[config.mk]
export PLATFORM = sky130hd
export DESIGN_NAME = radar_presence_frame_parser_unit
export DESIGN_NICKNAME = d
export VERILOG_FILES = /design/src/design/rpfp_pkg.sv /design/src/design/radar_presence_frame_parser_unit.sv /design/src/design/rpfp_front.sv /design/src/design/rpfp_queue.sv /design/src/design/rpfp_back.sv
export SDC_FILE = /design/constraint.sdc
export NUM_CORES = 1
export LEC_CHECK = 0
export ABC_AREA = 1
export BUFFER_PORTS_ARGS = -buffer_cell sky130_fd_sc_hd__buf_2
export CAP_MARGIN = 20
export CORE_ASPECT_RATIO = 0.75
export CORE_MARGIN = 2
export CORE_UTILIZATION = 65
export CTS_BUF_LIST = sky130_fd_sc_hd__clkbuf_8 sky130_fd_sc_hd__clkbuf_16
export DETAILED_ROUTE_END_ITERATION = 10
export GPL_TIMING_DRIVEN = 0
export PLACE_DENSITY = 0.83
export RECOVER_POWER = 25
export SLEW_MARGIN = 20
export SYNTH_ARGS = -nofsm -noshare
export SYNTH_HDL_FRONTEND = slang
export SYNTH_SLANG_ARGS = --single-unit
[constraint.sdc]
create_clock -name clk -period 11.9 [get_ports clk]
set_input_delay 1.785 -clock clk [delete_from_list [all_inputs] [get_ports clk]]
set_output_delay 1.785 -clock clk [all_outputs]
set_load 0.02 [all_outputs]
[src/design/rpfp_pkg.sv]
// Shared types, constants and frame codes of the presence radar frame parser.
package rpfp_pkg;

  localparam int BYTE_W      = 8;
  localparam int HEAD_DEPTH  = 20;
  localparam int CNT_W       = 5;
  localparam int WORD_W      = 16;
  localparam int TIME_W      = 13;
  localparam int KIND_W      = 2;
  localparam int QUEUE_DEPTH = 2;

  localparam logic [CNT_W-1:0] CNT_MAX      = 5'd31;
  localparam logic [CNT_W-1:0] LEN_TERM2    = 5'd2;
  localparam logic [CNT_W-1:0] LEN_TERM4    = 5'd4;
  localparam logic [CNT_W-1:0] LEN_TYPE     = 5'd3;
  localparam logic [CNT_W-1:0] LEN_TARGET   = 5'd5;
  localparam logic [CNT_W-1:0] LEN_SETTINGS = 5'd20;

  localparam logic [KIND_W-1:0] KIND_ABSENCE    = 2'd0;
  localparam logic [KIND_W-1:0] KIND_MOVING     = 2'd1;
  localparam logic [KIND_W-1:0] KIND_STATIONARY = 2'd2;
  localparam logic [KIND_W-1:0] KIND_SETTINGS   = 2'd3;

  localparam logic [15:0] TERM_SHORT = 16'h5555;
  localparam logic [31:0] TERM_LONG  = 32'h04030201;

  localparam logic [BYTE_W-1:0] HDR_TARGET = 8'hAA;
  localparam logic [BYTE_W-1:0] TYPE_NONE  = 8'h00;
  localparam logic [BYTE_W-1:0] TYPE_MOVE  = 8'h01;
  localparam logic [BYTE_W-1:0] TYPE_STILL = 8'h02;
  localparam logic [BYTE_W-1:0] HDR_CMD0   = 8'hFD;
  localparam logic [BYTE_W-1:0] HDR_CMD1   = 8'hFC;
  localparam logic [BYTE_W-1:0] HDR_CMD2   = 8'hFB;
  localparam logic [BYTE_W-1:0] HDR_CMD3   = 8'hFA;
  localparam logic [BYTE_W-1:0] CMD_READ   = 8'h73;
  localparam logic [BYTE_W-1:0] CMD_ACK    = 8'h01;

  // x / 10 == (x * 0xCCCD) >> 19 for every 16-bit x
  localparam logic [WORD_W-1:0] DIV10_MUL   = 16'hCCCD;
  localparam int                DIV10_SHIFT = 19;

  typedef struct packed {
    logic [KIND_W-1:0] kind;
    logic [WORD_W-1:0] distance;
    logic [WORD_W-1:0] max_motion_gate;
    logic [WORD_W-1:0] min_motion_gate;
    logic [WORD_W-1:0] max_presence_gate;
    logic [WORD_W-1:0] min_presence_gate;
    logic [WORD_W-1:0] time_raw;
  } rec_t;

  typedef struct packed {
    logic valid;
    logic full;
  } q_status_t;

endpackage

[src/design/radar_presence_frame_parser_unit.sv]
// Top level of the presence radar frame parser.
// Takes one UART byte per cycle while in_stall is low. A frame ends on 55 55
// or 04 03 02 01 and is then classified as absence, moving, stationary or
// settings reply; a result is registered in the frame queue and then in the
// output register. Unmatched or short frames give no result. in_stall rises
// only while the QUEUE_DEPTH-entry queue of classified frames between front
// and back end is full, which happens only under a stalled output.
module radar_presence_frame_parser_unit #(
  parameter int QUEUE_DEPTH = rpfp_pkg::QUEUE_DEPTH
) (
  input  logic                         clk,
  input  logic                         rst_n,
  input  logic                         in_valid,
  output logic                         in_stall,
  input  logic [rpfp_pkg::BYTE_W-1:0]  in_rx_byte,
  output logic                         out_valid,
  input  logic                         out_stall,
  output logic [rpfp_pkg::KIND_W-1:0]  out_packet_kind,
  output logic                         out_presence,
  output logic                         out_motion,
  output logic [rpfp_pkg::WORD_W-1:0]  out_distance,
  output logic [rpfp_pkg::WORD_W-1:0]  out_max_motion_gate,
  output logic [rpfp_pkg::WORD_W-1:0]  out_min_motion_gate,
  output logic [rpfp_pkg::WORD_W-1:0]  out_max_presence_gate,
  output logic [rpfp_pkg::WORD_W-1:0]  out_min_presence_gate,
  output logic [rpfp_pkg::TIME_W-1:0]  out_unoccupied_time
);
  import rpfp_pkg::*;

  logic      accept, push, pop;
  rec_t      wr_rec, rd_rec;
  q_status_t q_status;

  assign in_stall = q_status.full;
  assign accept   = in_valid && !in_stall;

  rpfp_front u_front (
    .clk     (clk),
    .rst_n   (rst_n),
    .accept  (accept),
    .rx_byte (in_rx_byte),
    .push    (push),
    .rec     (wr_rec)
  );

  rpfp_queue #(
    .DEPTH (QUEUE_DEPTH)
  ) u_queue (
    .clk    (clk),
    .rst_n  (rst_n),
    .push   (push),
    .wr_rec (wr_rec),
    .pop    (pop),
    .rd_rec (rd_rec),
    .status (q_status)
  );

  rpfp_back u_back (
    .clk                   (clk),
    .rst_n                 (rst_n),
    .q_status              (q_status),
    .q_rec                 (rd_rec),
    .pop                   (pop),
    .out_valid             (out_valid),
    .out_stall             (out_stall),
    .out_packet_kind       (out_packet_kind),
    .out_presence          (out_presence),
    .out_motion            (out_motion),
    .out_distance          (out_distance),
    .out_max_motion_gate   (out_max_motion_gate),
    .out_min_motion_gate   (out_min_motion_gate),
    .out_max_presence_gate (out_max_presence_gate),
    .out_min_presence_gate (out_min_presence_gate),
    .out_unoccupied_time   (out_unoccupied_time)
  );

endmodule

[src/design/rpfp_front.sv]
// Front end: frame buffering, end-of-frame detection and classification.
module rpfp_front (
  input  logic                       clk,
  input  logic                       rst_n,
  input  logic                       accept,
  input  logic [rpfp_pkg::BYTE_W-1:0] rx_byte,
  output logic                       push,
  output rpfp_pkg::rec_t             rec
);
  import rpfp_pkg::*;

  logic [BYTE_W-1:0] head_r [HEAD_DEPTH];
  logic [BYTE_W-1:0] hv     [HEAD_DEPTH];
  logic [31:0]       recent_r, recent_nxt, recent_new;
  logic [CNT_W-1:0]  cnt_r, cnt_nxt, cnt_inc;
  logic              ended, is_target, is_settings, match;

  always_comb begin
    for (int i = 0; i < HEAD_DEPTH; i++) begin
      hv[i] = (cnt_r == CNT_W'(i)) ? rx_byte : head_r[i];
    end
  end

  assign cnt_inc    = (cnt_r < CNT_MAX) ? cnt_r + 5'd1 : CNT_MAX;
  assign recent_new = {recent_r[23:0], rx_byte};
  assign ended      = ((cnt_inc >= LEN_TERM2) && (recent_new[15:0] == TERM_SHORT)) ||
                      ((cnt_inc >= LEN_TERM4) && (recent_new == TERM_LONG));

  assign is_target   = (cnt_inc >= LEN_TYPE) && (hv[0] == HDR_TARGET) &&
                       (hv[1] == HDR_TARGET);
  assign is_settings = (cnt_inc >= LEN_SETTINGS) &&
                       (hv[0] == HDR_CMD0) && (hv[1] == HDR_CMD1) &&
                       (hv[2] == HDR_CMD2) && (hv[3] == HDR_CMD3) &&
                       (hv[6] == CMD_READ) && (hv[7] == CMD_ACK);

  always_comb begin
    rec   = '0;
    match = 1'b0;
    if (is_target) begin
      if (hv[2] == TYPE_NONE) begin
        match    = 1'b1;
        rec.kind = KIND_ABSENCE;
      end else if (((hv[2] == TYPE_MOVE) || (hv[2] == TYPE_STILL)) &&
                   (cnt_inc >= LEN_TARGET)) begin
        match        = 1'b1;
        rec.kind     = (hv[2] == TYPE_MOVE) ? KIND_MOVING : KIND_STATIONARY;
        rec.distance = {hv[4], hv[3]};
      end
    end else if (is_settings) begin
      match                 = 1'b1;
      rec.kind              = KIND_SETTINGS;
      rec.max_motion_gate   = {hv[11], hv[10]};
      rec.min_motion_gate   = {hv[13], hv[12]};
      rec.max_presence_gate = {hv[15], hv[14]};
      rec.min_presence_gate = {hv[17], hv[16]};
      rec.time_raw          = {hv[19], hv[18]};
    end
  end

  assign push = accept && ended && match;

  always_comb begin
    cnt_nxt    = cnt_r;
    recent_nxt = recent_r;
    if (accept) begin
      cnt_nxt    = ended ? '0 : cnt_inc;
      recent_nxt = ended ? '0 : recent_new;
    end
  end

  always_ff @(posedge clk) begin
    if (!rst_n) begin
      cnt_r    <= '0;
      recent_r <= '0;
    end else begin
      cnt_r    <= cnt_nxt;
      recent_r <= recent_nxt;
    end
  end

  always_ff @(posedge clk) begin
    if (accept) begin
      for (int i = 0; i < HEAD_DEPTH; i++) begin
        head_r[i] <= hv[i];
      end
    end
  end

endmodule

[src/design/rpfp_queue.sv]
// Short queue of classified frames between front and back end.
module rpfp_queue #(
  parameter int DEPTH = rpfp_pkg::QUEUE_DEPTH
) (
  input  logic                  clk,
  input  logic                  rst_n,
  input  logic                  push,
  input  rpfp_pkg::rec_t        wr_rec,
  input  logic                  pop,
  output rpfp_pkg::rec_t        rd_rec,
  output rpfp_pkg::q_status_t   status
);
  import rpfp_pkg::*;

  localparam int PTR_W = (DEPTH > 1) ? $clog2(DEPTH) : 1;
  localparam int CNT_QW = $clog2(DEPTH + 1);
  localparam logic [PTR_W-1:0]  PTR_LAST = PTR_W'(DEPTH - 1);
  localparam logic [CNT_QW-1:0] CNT_FULL = CNT_QW'(DEPTH);

  rec_t               slot_r [DEPTH];
  logic [PTR_W-1:0]   wptr_r, wptr_nxt, rptr_r, rptr_nxt;
  logic [CNT_QW-1:0]  cnt_r, cnt_nxt;

  assign status.valid = (cnt_r != '0);
  assign status.full  = (cnt_r == CNT_FULL);
  assign rd_rec       = slot_r[rptr_r];

  always_comb begin
    wptr_nxt = wptr_r;
    rptr_nxt = rptr_r;
    cnt_nxt  = cnt_r;
    if (push) begin
      wptr_nxt = (wptr_r == PTR_LAST) ? '0 : wptr_r + 1'b1;
    end
    if (pop) begin
      rptr_nxt = (rptr_r == PTR_LAST) ? '0 : rptr_r + 1'b1;
    end
    if (push && !pop) begin
      cnt_nxt = cnt_r + 1'b1;
    end else if (pop && !push) begin
      cnt_nxt = cnt_r - 1'b1;
    end
  end

  always_ff @(posedge clk) begin
    if (!rst_n) begin
      wptr_r <= '0;
      rptr_r <= '0;
      cnt_r  <= '0;
    end else begin
      wptr_r <= wptr_nxt;
      rptr_r <= rptr_nxt;
      cnt_r  <= cnt_nxt;
    end
  end

  always_ff @(posedge clk) begin
    if (push) begin
      slot_r[wptr_r] <= wr_rec;
    end
  end

endmodule

[src/design/rpfp_back.sv]
// Back end: flag decode, divide-by-ten of the unoccupied time, output register.
module rpfp_back (
  input  logic                         clk,
  input  logic                         rst_n,
  input  rpfp_pkg::q_status_t          q_status,
  input  rpfp_pkg::rec_t               q_rec,
  output logic                         pop,
  output logic                         out_valid,
  input  logic                         out_stall,
  output logic [rpfp_pkg::KIND_W-1:0]  out_packet_kind,
  output logic                         out_presence,
  output logic                         out_motion,
  output logic [rpfp_pkg::WORD_W-1:0]  out_distance,
  output logic [rpfp_pkg::WORD_W-1:0]  out_max_motion_gate,
  output logic [rpfp_pkg::WORD_W-1:0]  out_min_motion_gate,
  output logic [rpfp_pkg::WORD_W-1:0]  out_max_presence_gate,
  output logic [rpfp_pkg::WORD_W-1:0]  out_min_presence_gate,
  output logic [rpfp_pkg::TIME_W-1:0]  out_unoccupied_time
);
  import rpfp_pkg::*;

  logic                    valid_r, valid_nxt;
  logic [2*WORD_W-1:0]     prod;
  rec_t                    rec_r;
  logic                    presence_r, motion_r;
  logic [TIME_W-1:0]       time_r;

  assign pop  = q_status.valid && (!valid_r || !out_stall);
  assign prod = q_rec.time_raw * DIV10_MUL;

  always_comb begin
    valid_nxt = valid_r;
    if (pop) begin
      valid_nxt = 1'b1;
    end else if (!out_stall) begin
      valid_nxt = 1'b0;
    end
  end

  always_ff @(posedge clk) begin
    if (!rst_n) begin
      valid_r <= 1'b0;
    end else begin
      valid_r <= valid_nxt;
    end
  end

  always_ff @(posedge clk) begin
    if (pop) begin
      rec_r      <= q_rec;
      presence_r <= (q_rec.kind == KIND_MOVING) || (q_rec.kind == KIND_STATIONARY);
      motion_r   <= (q_rec.kind == KIND_MOVING);
      time_r     <= prod[DIV10_SHIFT +: TIME_W];
    end
  end

  assign out_valid             = valid_r;
  assign out_packet_kind       = rec_r.kind;
  assign out_presence          = presence_r;
  assign out_motion            = motion_r;
  assign out_distance          = rec_r.distance;
  assign out_max_motion_gate   = rec_r.max_motion_gate;
  assign out_min_motion_gate   = rec_r.min_motion_gate;
  assign out_max_presence_gate = rec_r.max_presence_gate;
  assign out_min_presence_gate = rec_r.min_presence_gate;
  assign out_unoccupied_time   = time_r;

endmodule

### After elaboration in Yosys (flattened, before gate mapping)

Memories as Yosys holds them, arrays and structs flattened. A register that Yosys moved wholly into a read port is not among the register bits.
Cells that the tools add are included.

| word-level totals | value |
|---|---|
| input bits | 12 |
| output and inout bits | 99 |
| register bits | 131 |
| memories | 2 |
| memory bits (writable) | 356 |
| word-level logic and storage cells | 156 |

| cells by class | value |
|---|---|
| equality and inequality tests | 38 |
| $add $sub $neg | 5 |
| reductions and logical operators | 35 |
| multipliers | 1 |
| magnitude comparators | 6 |
| muxes and demuxes | 54 |

Memories:

| memory | words | bits a word | read ports | clocked after memory_dff | write ports | RTL line | text |
|---|---|---|---|---|---|---|---|
| u_queue.slot_r | 2 | 98 | 1 | 1 | 1 | rpfp_queue.sv:20 | `rec_t slot_r [DEPTH];` |
| u_front.head_r | 20 | 8 | 17 | 0 | 18 | rpfp_front.sv:12 | `logic [BYTE_W-1:0] head_r [HEAD_DEPTH];` |

Operators by type and width:

| operator | count |
|---|---|
| 2-to-1 mux 8 bit | 22 |
| 2-to-1 mux 80 bit | 2 |
| == test 8 bit (second input constant) | 6 |
| == test 5 x 4 -> 1 bit (second input constant) | 8 |
| == test 32 x 27 -> 1 bit (second input constant) | 1 |
| multiplier 16 x 16 -> 32 bit (second input constant) | 1 |
| 2-to-1 mux 16 bit | 2 |
| 2-to-1 mux 24 bit | 1 |
| == test 5 x 3 -> 1 bit (second input constant) | 4 |
| == test 5 bit (second input constant) | 4 |
| 2-to-1 mux 5 bit | 4 |
| 2-to-1 mux 18 bit | 1 |
| logical AND 1 bit | 17 |
| == test 16 x 15 -> 1 bit (second input constant) | 1 |
| == test 8 x 1 -> 1 bit (second input constant) | 2 |
| 2-to-1 mux 1 bit | 16 |
| OR reduction 8 bit | 2 |
| 2-to-1 mux 2 bit | 6 |
| == test 5 x 2 -> 1 bit (second input constant) | 2 |
| greater-or-equal comparator 5 x 2 -> 1 bit (second input constant) | 2 |
| greater-or-equal comparator 5 x 3 -> 1 bit (second input constant) | 2 |
| == test 8 x 2 -> 1 bit (second input constant) | 1 |
| == test 8 x 7 -> 1 bit (second input constant) | 1 |
| zero test 8 bit | 1 |
| 16 further kinds | 30 |

### Longest topological paths before layout

Gate-level depths: netlist (run 1).

| depth | value |
|---|---|
| depth in word-level cells | 16 |
| gate-level depth with buffers | 28 |
| gate-level depth less buffers | 27 |

### Modules after synthesis

From an unflattened synthesis (run 1), not the netlist that was laid out.

| second synthesis, totals | value |
|---|---|
| cells, all modules | 2,321 |
| area, all modules | 24,614.9 µm² |

Modules (own cells, without submodules):

| module | area an instance (µm²) | seq. area each (µm²) | instances | cells each |
|---|---|---|---|---|
| rpfp_front | 9,036.2 | 4,664.5 | 1 | 1,188 |
| rpfp_back | 8,196.6 | 2,932.8 | 1 | 791 |
| rpfp_queue | 7,372.1 | 5,985.7 | 1 | 340 |
| radar_presence_frame_parser_unit | 10.0 | 0.0 | 1 | 2 |

### Worst setup path before layout (run 1)

No wires, ideal clock.

| timing path | value |
|---|---|
| path kind | input to register |
| from | in in_rx_byte[2] (netlist bit) |
| to | mem u_queue.slot_r[0][0] (netlist bit) (enable) |
| buffers on the path | 1 |
| slack | 4.362 ns |
| stages on the path | 12 |
| setup time | 0.555 ns |
| data required time | 11.345 ns |
| arrival | 6.983 ns |
| path through | clkbuf_1 > inv_1 > nand3_1 > nand2_1 > nand2_1 > nor2_1 > nand2_1 > nor2_2 > nand4_4 > nand3_2 > nand2_1 > nor2_1 |

| on the way | value |
|---|---|
| cells in the longest elaborated chain, start to end | 13 |
| elaborated cells between the ends (all ways) | 40 |
| classes of those cells | eq/ne: 12; mux: 12; reduce/logical: 16 |

Ends and longest elaborated chain:

| item | RTL line | text |
|---|---|---|
| start: declaration | radar_presence_frame_parser_unit.sv:15 | `input logic [rpfp_pkg::BYTE_W-1:0] in_rx_byte,` |
| 2-to-1 mux 8 bit | rpfp_front.sv:20 | `hv[i] = (cnt_r == CNT_W'(i)) ? rx_byte : head_r[i];` |
| == test 8 bit | rpfp_front.sv:32 | `(hv[0] == HDR_CMD0) && (hv[1] == HDR_CMD1) &&` |
| logical AND 1 bit | rpfp_front.sv:31 | `assign is_settings = (cnt_inc >= LEN_SETTINGS) &&` |
| logical AND 1 bit (2 in a row) | rpfp_front.sv:32 |  |
| logical AND 1 bit (2 in a row) | rpfp_front.sv:33 | `(hv[2] == HDR_CMD2) && (hv[3] == HDR_CMD3) &&` |
| logical AND 1 bit | rpfp_front.sv:34 | `(hv[6] == CMD_READ) && (hv[7] == CMD_ACK);` |
| 2-to-1 mux 1 bit | rpfp_front.sv:49 | `end else if (is_settings) begin` |
| 2-to-1 mux 1 bit | rpfp_front.sv:39 | `if (is_target) begin` |
| logical AND 1 bit (*) | rpfp_front.sv:60 | `assign push = accept && ended && match;` |
| 2-to-1 mux 1 bit (*) | rpfp_queue.sv:58 | `if (push) begin` |
| 2-to-1 mux 1 bit (not written as such) (*) | rpfp_queue.sv:59 | `slot_r[wptr_r] <= wr_rec;` |
| end: declaration | rpfp_queue.sv:20 |  |

Every way passes the cells marked *; elsewhere a longest branch is shown, timed or not.

==> run metrics, run 1 <==
status finished with violations; failing checks max-capacitance violations, max-slew violations; antenna violations before repair 0; Stages on worst setup path 24; combinational power share 43.4%; CP top delay family adder cells; R2R setup slack 4.67 ns; sequential-to-total area share from yosys stat 55.2%; RSZ-0062 raised after global routing false; hold crit path type register to register; Pleak 11.0 nW; Worst setup EP type register; routed wl met3 5230 um; layout cells sized above 1 16.2%; Slew Limit Headroom -173%; DRT met1 WL 22700 um; pin count of the biggest net entering global routing 81; Fill cells 2414; CP startpoint kind register; post-DR wirelength/cell 19.2 um; critical path required time 12.20 ns; PD cells 239 nW/um2; period utilisation layout 60.8%; Seq. cell area 13600 um2; Worst Path Buf+Inv 7; Tmin final 7.23 ns; Max stage delay on crit path 0.59 ns; commonest non-fill, non-tap cells in the layout edfxtp_1, inv_1, nand2_1; synth top area cells edfxtp_1, ha_1, inv_1; Cell variety after synth 40; vias in the first global route 15.9k; Warnings, synthesis 0; Area Growth Syn to Fin 11.4%; VDD IR max 0.271 mV; clock share of power 22.5%; NetSw 2.56 mW; # IOs 111; WL final 55100 um; synthesized area 24600 um2; post-route insts no fill 2863; Net Sw Frac 39.1%; die height 172 um; adder-cell share of the synthesized area 13.4%; cells on worst reg2reg path 24; DRT antenna net count 0; final setup fails 0; cell count after synthesis 2159; slowest CP cell clkbuf_1; worst slew pin tran 4.09 ns; H-Tree Level Count 2; TritonCTS Sinks 464; Gates resized, CTS repair 0; gpl congestion 0.947; max-cap violation count 2; max-slew violations 77; Multi-input gate area 8960 um2; Bufs on Longest Clock Path 3; DIE WIDTH 229 um; fin util 73.7%; Die Area 39400 um2; total global-route track usage 28.4%; hold depth 1; Num CTS Buffers 45; Worst Hold Margin 0.479 ns; multiplexer area fraction after synthesis 4.07%; Synth Register Bits 464; worst path cell trace clkbuf_1, clkbuf_1, clkbuf_1, mux2_2, ha_1, xor2_1, ha_1, a21o_1, fa_1, inv_1, fa_1, inv_1, fa_1, inv_1, fa_1, inv_1, ha_1, nand2_1, nor4_1, nand3_1, nand3_1, a21oi_1, o211ai_1, nand2_1; Syn Nets 2387; fin worst setup slack 4.67 ns; Site Rows 61; worst-path fanout max 10; P_int 3.99 mW; dpl ws 4.77 ns; CP arrival 7.53 ns; Yosys top cell by area edfxtp_1; dpl hpwl 38300 um; Clk Latency, worst-skew pair 0.57 ns; DP Cell Count 2779; setup tns final 0 ns; vias per inst 5.55; 1st-iter DRT viols 1523; core area 37200 um2; initial core utilization 66.2%; kind of critical path register to register; Synth Flop Type edfxtp_1; port bufs 109; drt pass-1 iters 7; Synth Area in Simple Gates 13.8%; clock root cell clkbuf_16; setup repair bufs after CTS 0; CTS tree yes; number of synthesized flops with an enable pin 429; Top Layer Used met4; WL met2 25500 um; largest family of logic cells by synthesized area simple AND/OR/NAND/NOR gates; Ant. Diodes 0; first-pass GRT wire length 85600 um; cts hold-fix bufs 0; Reg power frac 34.1%; Synth Area in Compound Gates 4.55%; top cell type's share of synthesized area 52.4%; Final Hold Fails 0; Mapped Avg Cell Area 11.4 um2; XOR/XNOR Fraction of Synth Area 0.783%; most common cell after layout, fill and taps aside edfxtp_1; Clock transition at path regs 0.06 ns; Nets 2550; Fin Clk Skew 0.0253 ns; global route overflow 0; DR DRC count 0; ys async rst share 0%; maximum clock frequency 138 MHz; vias post-DR 15.9k
logic make-up (layout without fill, tap and decap cells):
family,Yosys count,count (layout)
adders and majority gates,216,216
buffers and inverters,485,685
and+or+nand+nor,671,671
xor gates and xnor gates,22,22
muxes,89,89
AOI/OAI and AO/OA,212,212
DFF,464,464
path summary, 6_finish.rpt:
path | endpoint | start
max | u_back.out_unoccupied_time[10] | register
min | u_queue.rptr_r | u_queue.rptr_r
min reg2reg | u_queue.rptr_r | u_queue.rptr_r
max reg2reg | u_back.out_unoccupied_time[10] | register
worst register-to-register path: stages, from the launching register on:
cell and delay (ns):
dfxtp_1 0.30, clkbuf_1 0.37, clkbuf_1 0.59, clkbuf_1 0.55, mux2_2 0.48, ha_1 0.39, xor2_1 0.17, ha_1 0.20
a21o_1 0.18, fa_1 0.50, inv_1 0.05, fa_1 0.47, inv_1 0.05, fa_1 0.47, inv_1 0.06, fa_1 0.53
inv_1 0.06, ha_1 0.35, nand2_1 0.14, nor4_1 0.38, nand3_1 0.11, nand3_1 0.16, a21oi_1 0.14, o211ai_1 0.18
nand2_1 0.09
cell usage after synthesis (3+ instances only):
master and n:
dfxtp_1 35, nand2_2 16, mux2_2 89, a21oi_1 68, clkbuf_1 38, o21ai_0 121
xnor2_1 7, inv_2 3, nand2_4 3, edfxtp_1 429, nor2_2 10, nor4_1 9
o21ai_1 3, ha_1 138, nand4_1 7, nor2_4 83, nor3_1 6, buf_2 3
nor2_1 92, o211ai_1 3, nand2_1 396, buf_6 7, nand3_2 3, xor2_1 15
a21o_1 9, inv_1 423, fa_1 78, buf_12 9, nand3_1 41
power by group through the flow:
stage          registers [mW]  logic (mW)  clock network, mW
6_report                 2.23        2.84               1.47
3_5_place_dp             2.24        2.80                  0
3_3_place_gp             2.28        2.70                  0
2_1_floorplan            2.46        1.83                  0
5_1_grt                  2.26        3.20               1.54
4_1_cts                  2.21        2.84               1.48
registers in the layout, indices dropped and copies added (netlist names), 5 cells and up, named ones only:
register,flops
u_queue.slot_r,196
u_front.head_r,136
u_front.recent_r,24
u_back.out_distance,16
u_back.out_max_motion_gate,16
u_back.out_max_presence_gate,16
u_back.out_min_motion_gate,16
u_back.out_min_presence_gate,16
u_back.out_unoccupied_time,13
u_front.cnt_r,5
routing by layer:
metal,GRT usage [%],up-vias
met2,45.7,727
met3,7.29,116
met4,9.92,0
met5,0,-
li1,-,7385
met1,38.1,7665
final cells by class:
class	instances	share of cell area, %
Multi-Input combinational cell	1210	32.7
Inverter	428	5.90
Buffer	57	1.44
Timing Repair Buffer	116	2.54
Clock buffer	48	4.26
Sequential cell	464	49.6
Clock inverter	36	1.30
Tap cell	504	2.30
per-stage QoR:
stage               power, mW  area [um2]
CTS                      6.54       27500
global route             7.00       27400
detailed placement       5.04       26000
global placement         4.98       25800
finish                   6.54       27400
floorplan                4.29       24600
Power figures use the tool's default switching activity.
==> run 2: changes to the inputs <==
--- a/config.mk
+++ b/config.mk
@@ -10,11 +10,11 @@
 export CAP_MARGIN = 20
 export CORE_ASPECT_RATIO = 0.75
 export CORE_MARGIN = 2
-export CORE_UTILIZATION = 65
+export CORE_UTILIZATION = 62
 export CTS_BUF_LIST = sky130_fd_sc_hd__clkbuf_8 sky130_fd_sc_hd__clkbuf_16
 export DETAILED_ROUTE_END_ITERATION = 10
 export GPL_TIMING_DRIVEN = 0
-export PLACE_DENSITY = 0.83
+export PLACE_DENSITY = 0.79
 export RECOVER_POWER = 25
 export SLEW_MARGIN = 20
 export SYNTH_ARGS = -nofsm -noshare
==> constraint.sdc (replaced) <==
create_clock -name clk -period 7 [get_ports clk]
set_input_delay 1.05 -clock clk [delete_from_list [all_inputs] [get_ports clk]]
set_output_delay 1.05 -clock clk [all_outputs]
set_load 0.02 [all_outputs]
==> run 2 against run 1 <==
  * The run still ends with max-capacitance violations, max-slew violations left
  * Worst setup slack got worse by 4.3 ns
  * First-iteration DRC count rose by 1.5%
  * Hold slack got worse by 0.0091 ns
  * Flip-flop and latch count did not move
  * Utilization fell by 4.6 points
  * Clock-buffer cell count fell by 2
  * Final area fell by 0.82%
  * Non-clock buffer count fell by 1
  * Die area rose by 4.7%
  * Final cell count rose by 0.42%
  * Power rose by 66%
  * Sequential power rose by 71%
  * Critical endpoint unchanged
  * Largest cell class unchanged
==> run metrics, run 2 (synthesis results as in run 1) <==
status finished with violations; failing checks max-capacitance violations, max-slew violations; worst-path fanout max 10 (unchanged); worst slew pin tran 4.17 ns (+0.0804 ns); post-DR wirelength/cell 18.9 um (-2.0%); Top reg by flops u_queue.slot_r; Clock transition at path regs 0.06 ns (about the same); layout cells sized above 1 14.1% (-2.1 points); maximum clock frequency 151 MHz (+9.4%); Clk Latency, worst-skew pair 0.56 ns (about the same); Ant. Diodes 0 (unchanged); initial core utilization 62.5% (-3.6 points); global route overflow 0 (unchanged); CP startpoint kind register; DIE WIDTH 234 um (+2.3%); first-pass GRT wire length 84200 um (-1.6%); most common cell after layout, fill and taps aside inv_1; Final Hold Fails 0 (unchanged); total global-route track usage 26.7% (-1.8 points); max-cap violation count 2 (unchanged); final setup fails 0 (unchanged); FF-to-FF End u_back.out_unoccupied_time[10]; Area Growth Syn to Fin 10.5%; Bufs on Longest Clock Path 3 (unchanged); core area 39300 um2 (+5.8%); CTS tree yes; max-slew violations 103 (+34%); vias per inst 5.47 (-1.5%); cts hold-fix bufs 0 (unchanged); TritonCTS Sinks 464 (unchanged); 1st-iter DRT viols 1546 (+1.5%); Worst Hold Margin 0.470 ns (-0.00914 ns); die height 177 um (+2.3%); gpl congestion 0.932 (-1.6%); pin count of the biggest net entering global routing 82 (+1.2%); H-Tree Level Count 2 (unchanged); Final Instance Area 27200 um2 (-0.82%); CP arrival 6.89 ns (-0.64 ns); area post-placement 26000 um2 (about the same); clock root cell clkbuf_16; commonest non-fill, non-tap cells in the layout inv_1, edfxtp_1, nand2_1; kind of critical path register to register; hold crit path type register to register; critical path required time 7.28 ns (-4.92 ns); port bufs 109 (unchanged); hold depth 2 (+1); DR DRC count 0 (unchanged); Pleak 10.9 nW (-1.7%); setup tns final 0 ns (unchanged); RSZ-0062 raised after global routing false; Fill cells 2795 (+16%); Die Area 41300 um2 (+4.7%); Slew Limit Headroom -178% (-5.4 points); R2R setup slack 0.39 ns (-4.28 ns); Pwr Total 10.8 mW (+66%); DP Cell Count 2795 (+0.58%); post-route insts no fill 2875 (+0.42%); Tmin final 6.61 ns (-0.622 ns); vias in the first global route 15.5k (-2.6%); DRT antenna net count 0 (unchanged); PD cells 399 nW/um2 (+67%); Worst setup EP type register; vias post-DR 15.7k (-1.0%); period utilisation layout 94.4% (+34 points); number of flip-flops in the largest register 196 (unchanged); VDD IR max 0.482 mV (+78%); Site Rows 63 (+3.3%); drt pass-1 iters 5 (-2); Nets 2548 (-0.078%); leading registers by flop count u_queue.slot_r: 196 flops, u_front.head_r: 136 flops, u_front.recent_r: 24 flops; # IOs 111 (unchanged); dpl hpwl 38400 um (+0.27%); WL final 54200 um (-1.6%); antenna violations before repair 0 (unchanged); Num CTS Buffers 44 (-2.2%); Critical Path Sink u_back.out_unoccupied_time[10]; Fin Clk Skew 0.0298 ns (+0.00453 ns); cells on worst reg2reg path 23 (-4.2%)
==> run 2: cell type report <==
| type | instances | area (um2) | area share [%] |
|---|---|---|---|
| timing repair buffer | 116 | 629 | 2.32 |
| inverter | 428 | 1620 | 5.95 |
| tap | 520 | 651 | 2.39 |
| clock inverter | 35 | 203 | 0.746 |
| clock buffer | 46 | 1130 | 4.15 |
| buffer | 56 | 403 | 1.48 |
| multi-input combinational | 1210 | 8970 | 33.0 |
| sequential | 464 | 13600 | 50.0 |
==> run 2: layer usage <==
layer	up-vias	routed length [um]	track usage, %
li1	7372	-	-
met1	7656	23500	38.4
met2	598	24700	41.3
met3	101	4630	6.01
met4	0	1350	6.96
met5	-	0	0
==> run 2: what timing repair did <==
item	4_1_cts	5_1_grt
endpoints found under the setup margin	10	10
gates resized for setup	2	6
setup buffers	0	0
gates cloned	0	0
==> run 2: critical path, stage by stage (launching register included) <==
cell      delay (ns)
dfxtp_1         0.52
clkbuf_4        0.36
buf_2           0.33
mux2_2          0.46
ha_1            0.39
xor2_1          0.17
ha_1            0.20
a21o_1          0.18
fa_1            0.51
inv_1           0.05
fa_1            0.47
inv_1           0.05
fa_1            0.47
inv_1           0.05
fa_1            0.53
inv_1           0.06
ha_1            0.35
nand2_1         0.15
nor4_2          0.33
nand3_1         0.11
nand3_1         0.15
a21oi_1         0.13
o211ai_1        0.19
nand2_1         0.11
==> run 2: worst min path at each step <==
stage	start	to	slack [ns]
after floorplan	u_queue.rptr_r	register	0.43
after global placement	u_queue.rptr_r	u_queue.rptr_r	0.44
after detailed placement	u_queue.rptr_r	u_queue.rptr_r	0.45
after CTS	u_front.recent_r[20]	u_front.recent_r[20]	0.47
after global routing	u_front.recent_r[17]	u_front.recent_r[17]	0.49
final	u_front.recent_r[20]	u_front.recent_r[20]	0.47
==> run 2: power breakdown <==
part	switching [mW]	internal [mW]
Sequential	0.138	3.67
Combinational	3.18	1.62
Clock	1.02	1.21
Total	4.33	6.50
==> run 2: stage by stage <==
| step | utilization [%] | setup slack [ns] |
|---|---|---|
| after floorplan | - | 0.197 |
| after global placement | 65.6 | -2.90 |
| after detailed placement | 66.1 | -0.333 |
| after CTS | 69.5 | 0.0904 |
| after global routing | 69.1 | 0.0520 |
| final | 69.1 | 0.391 |
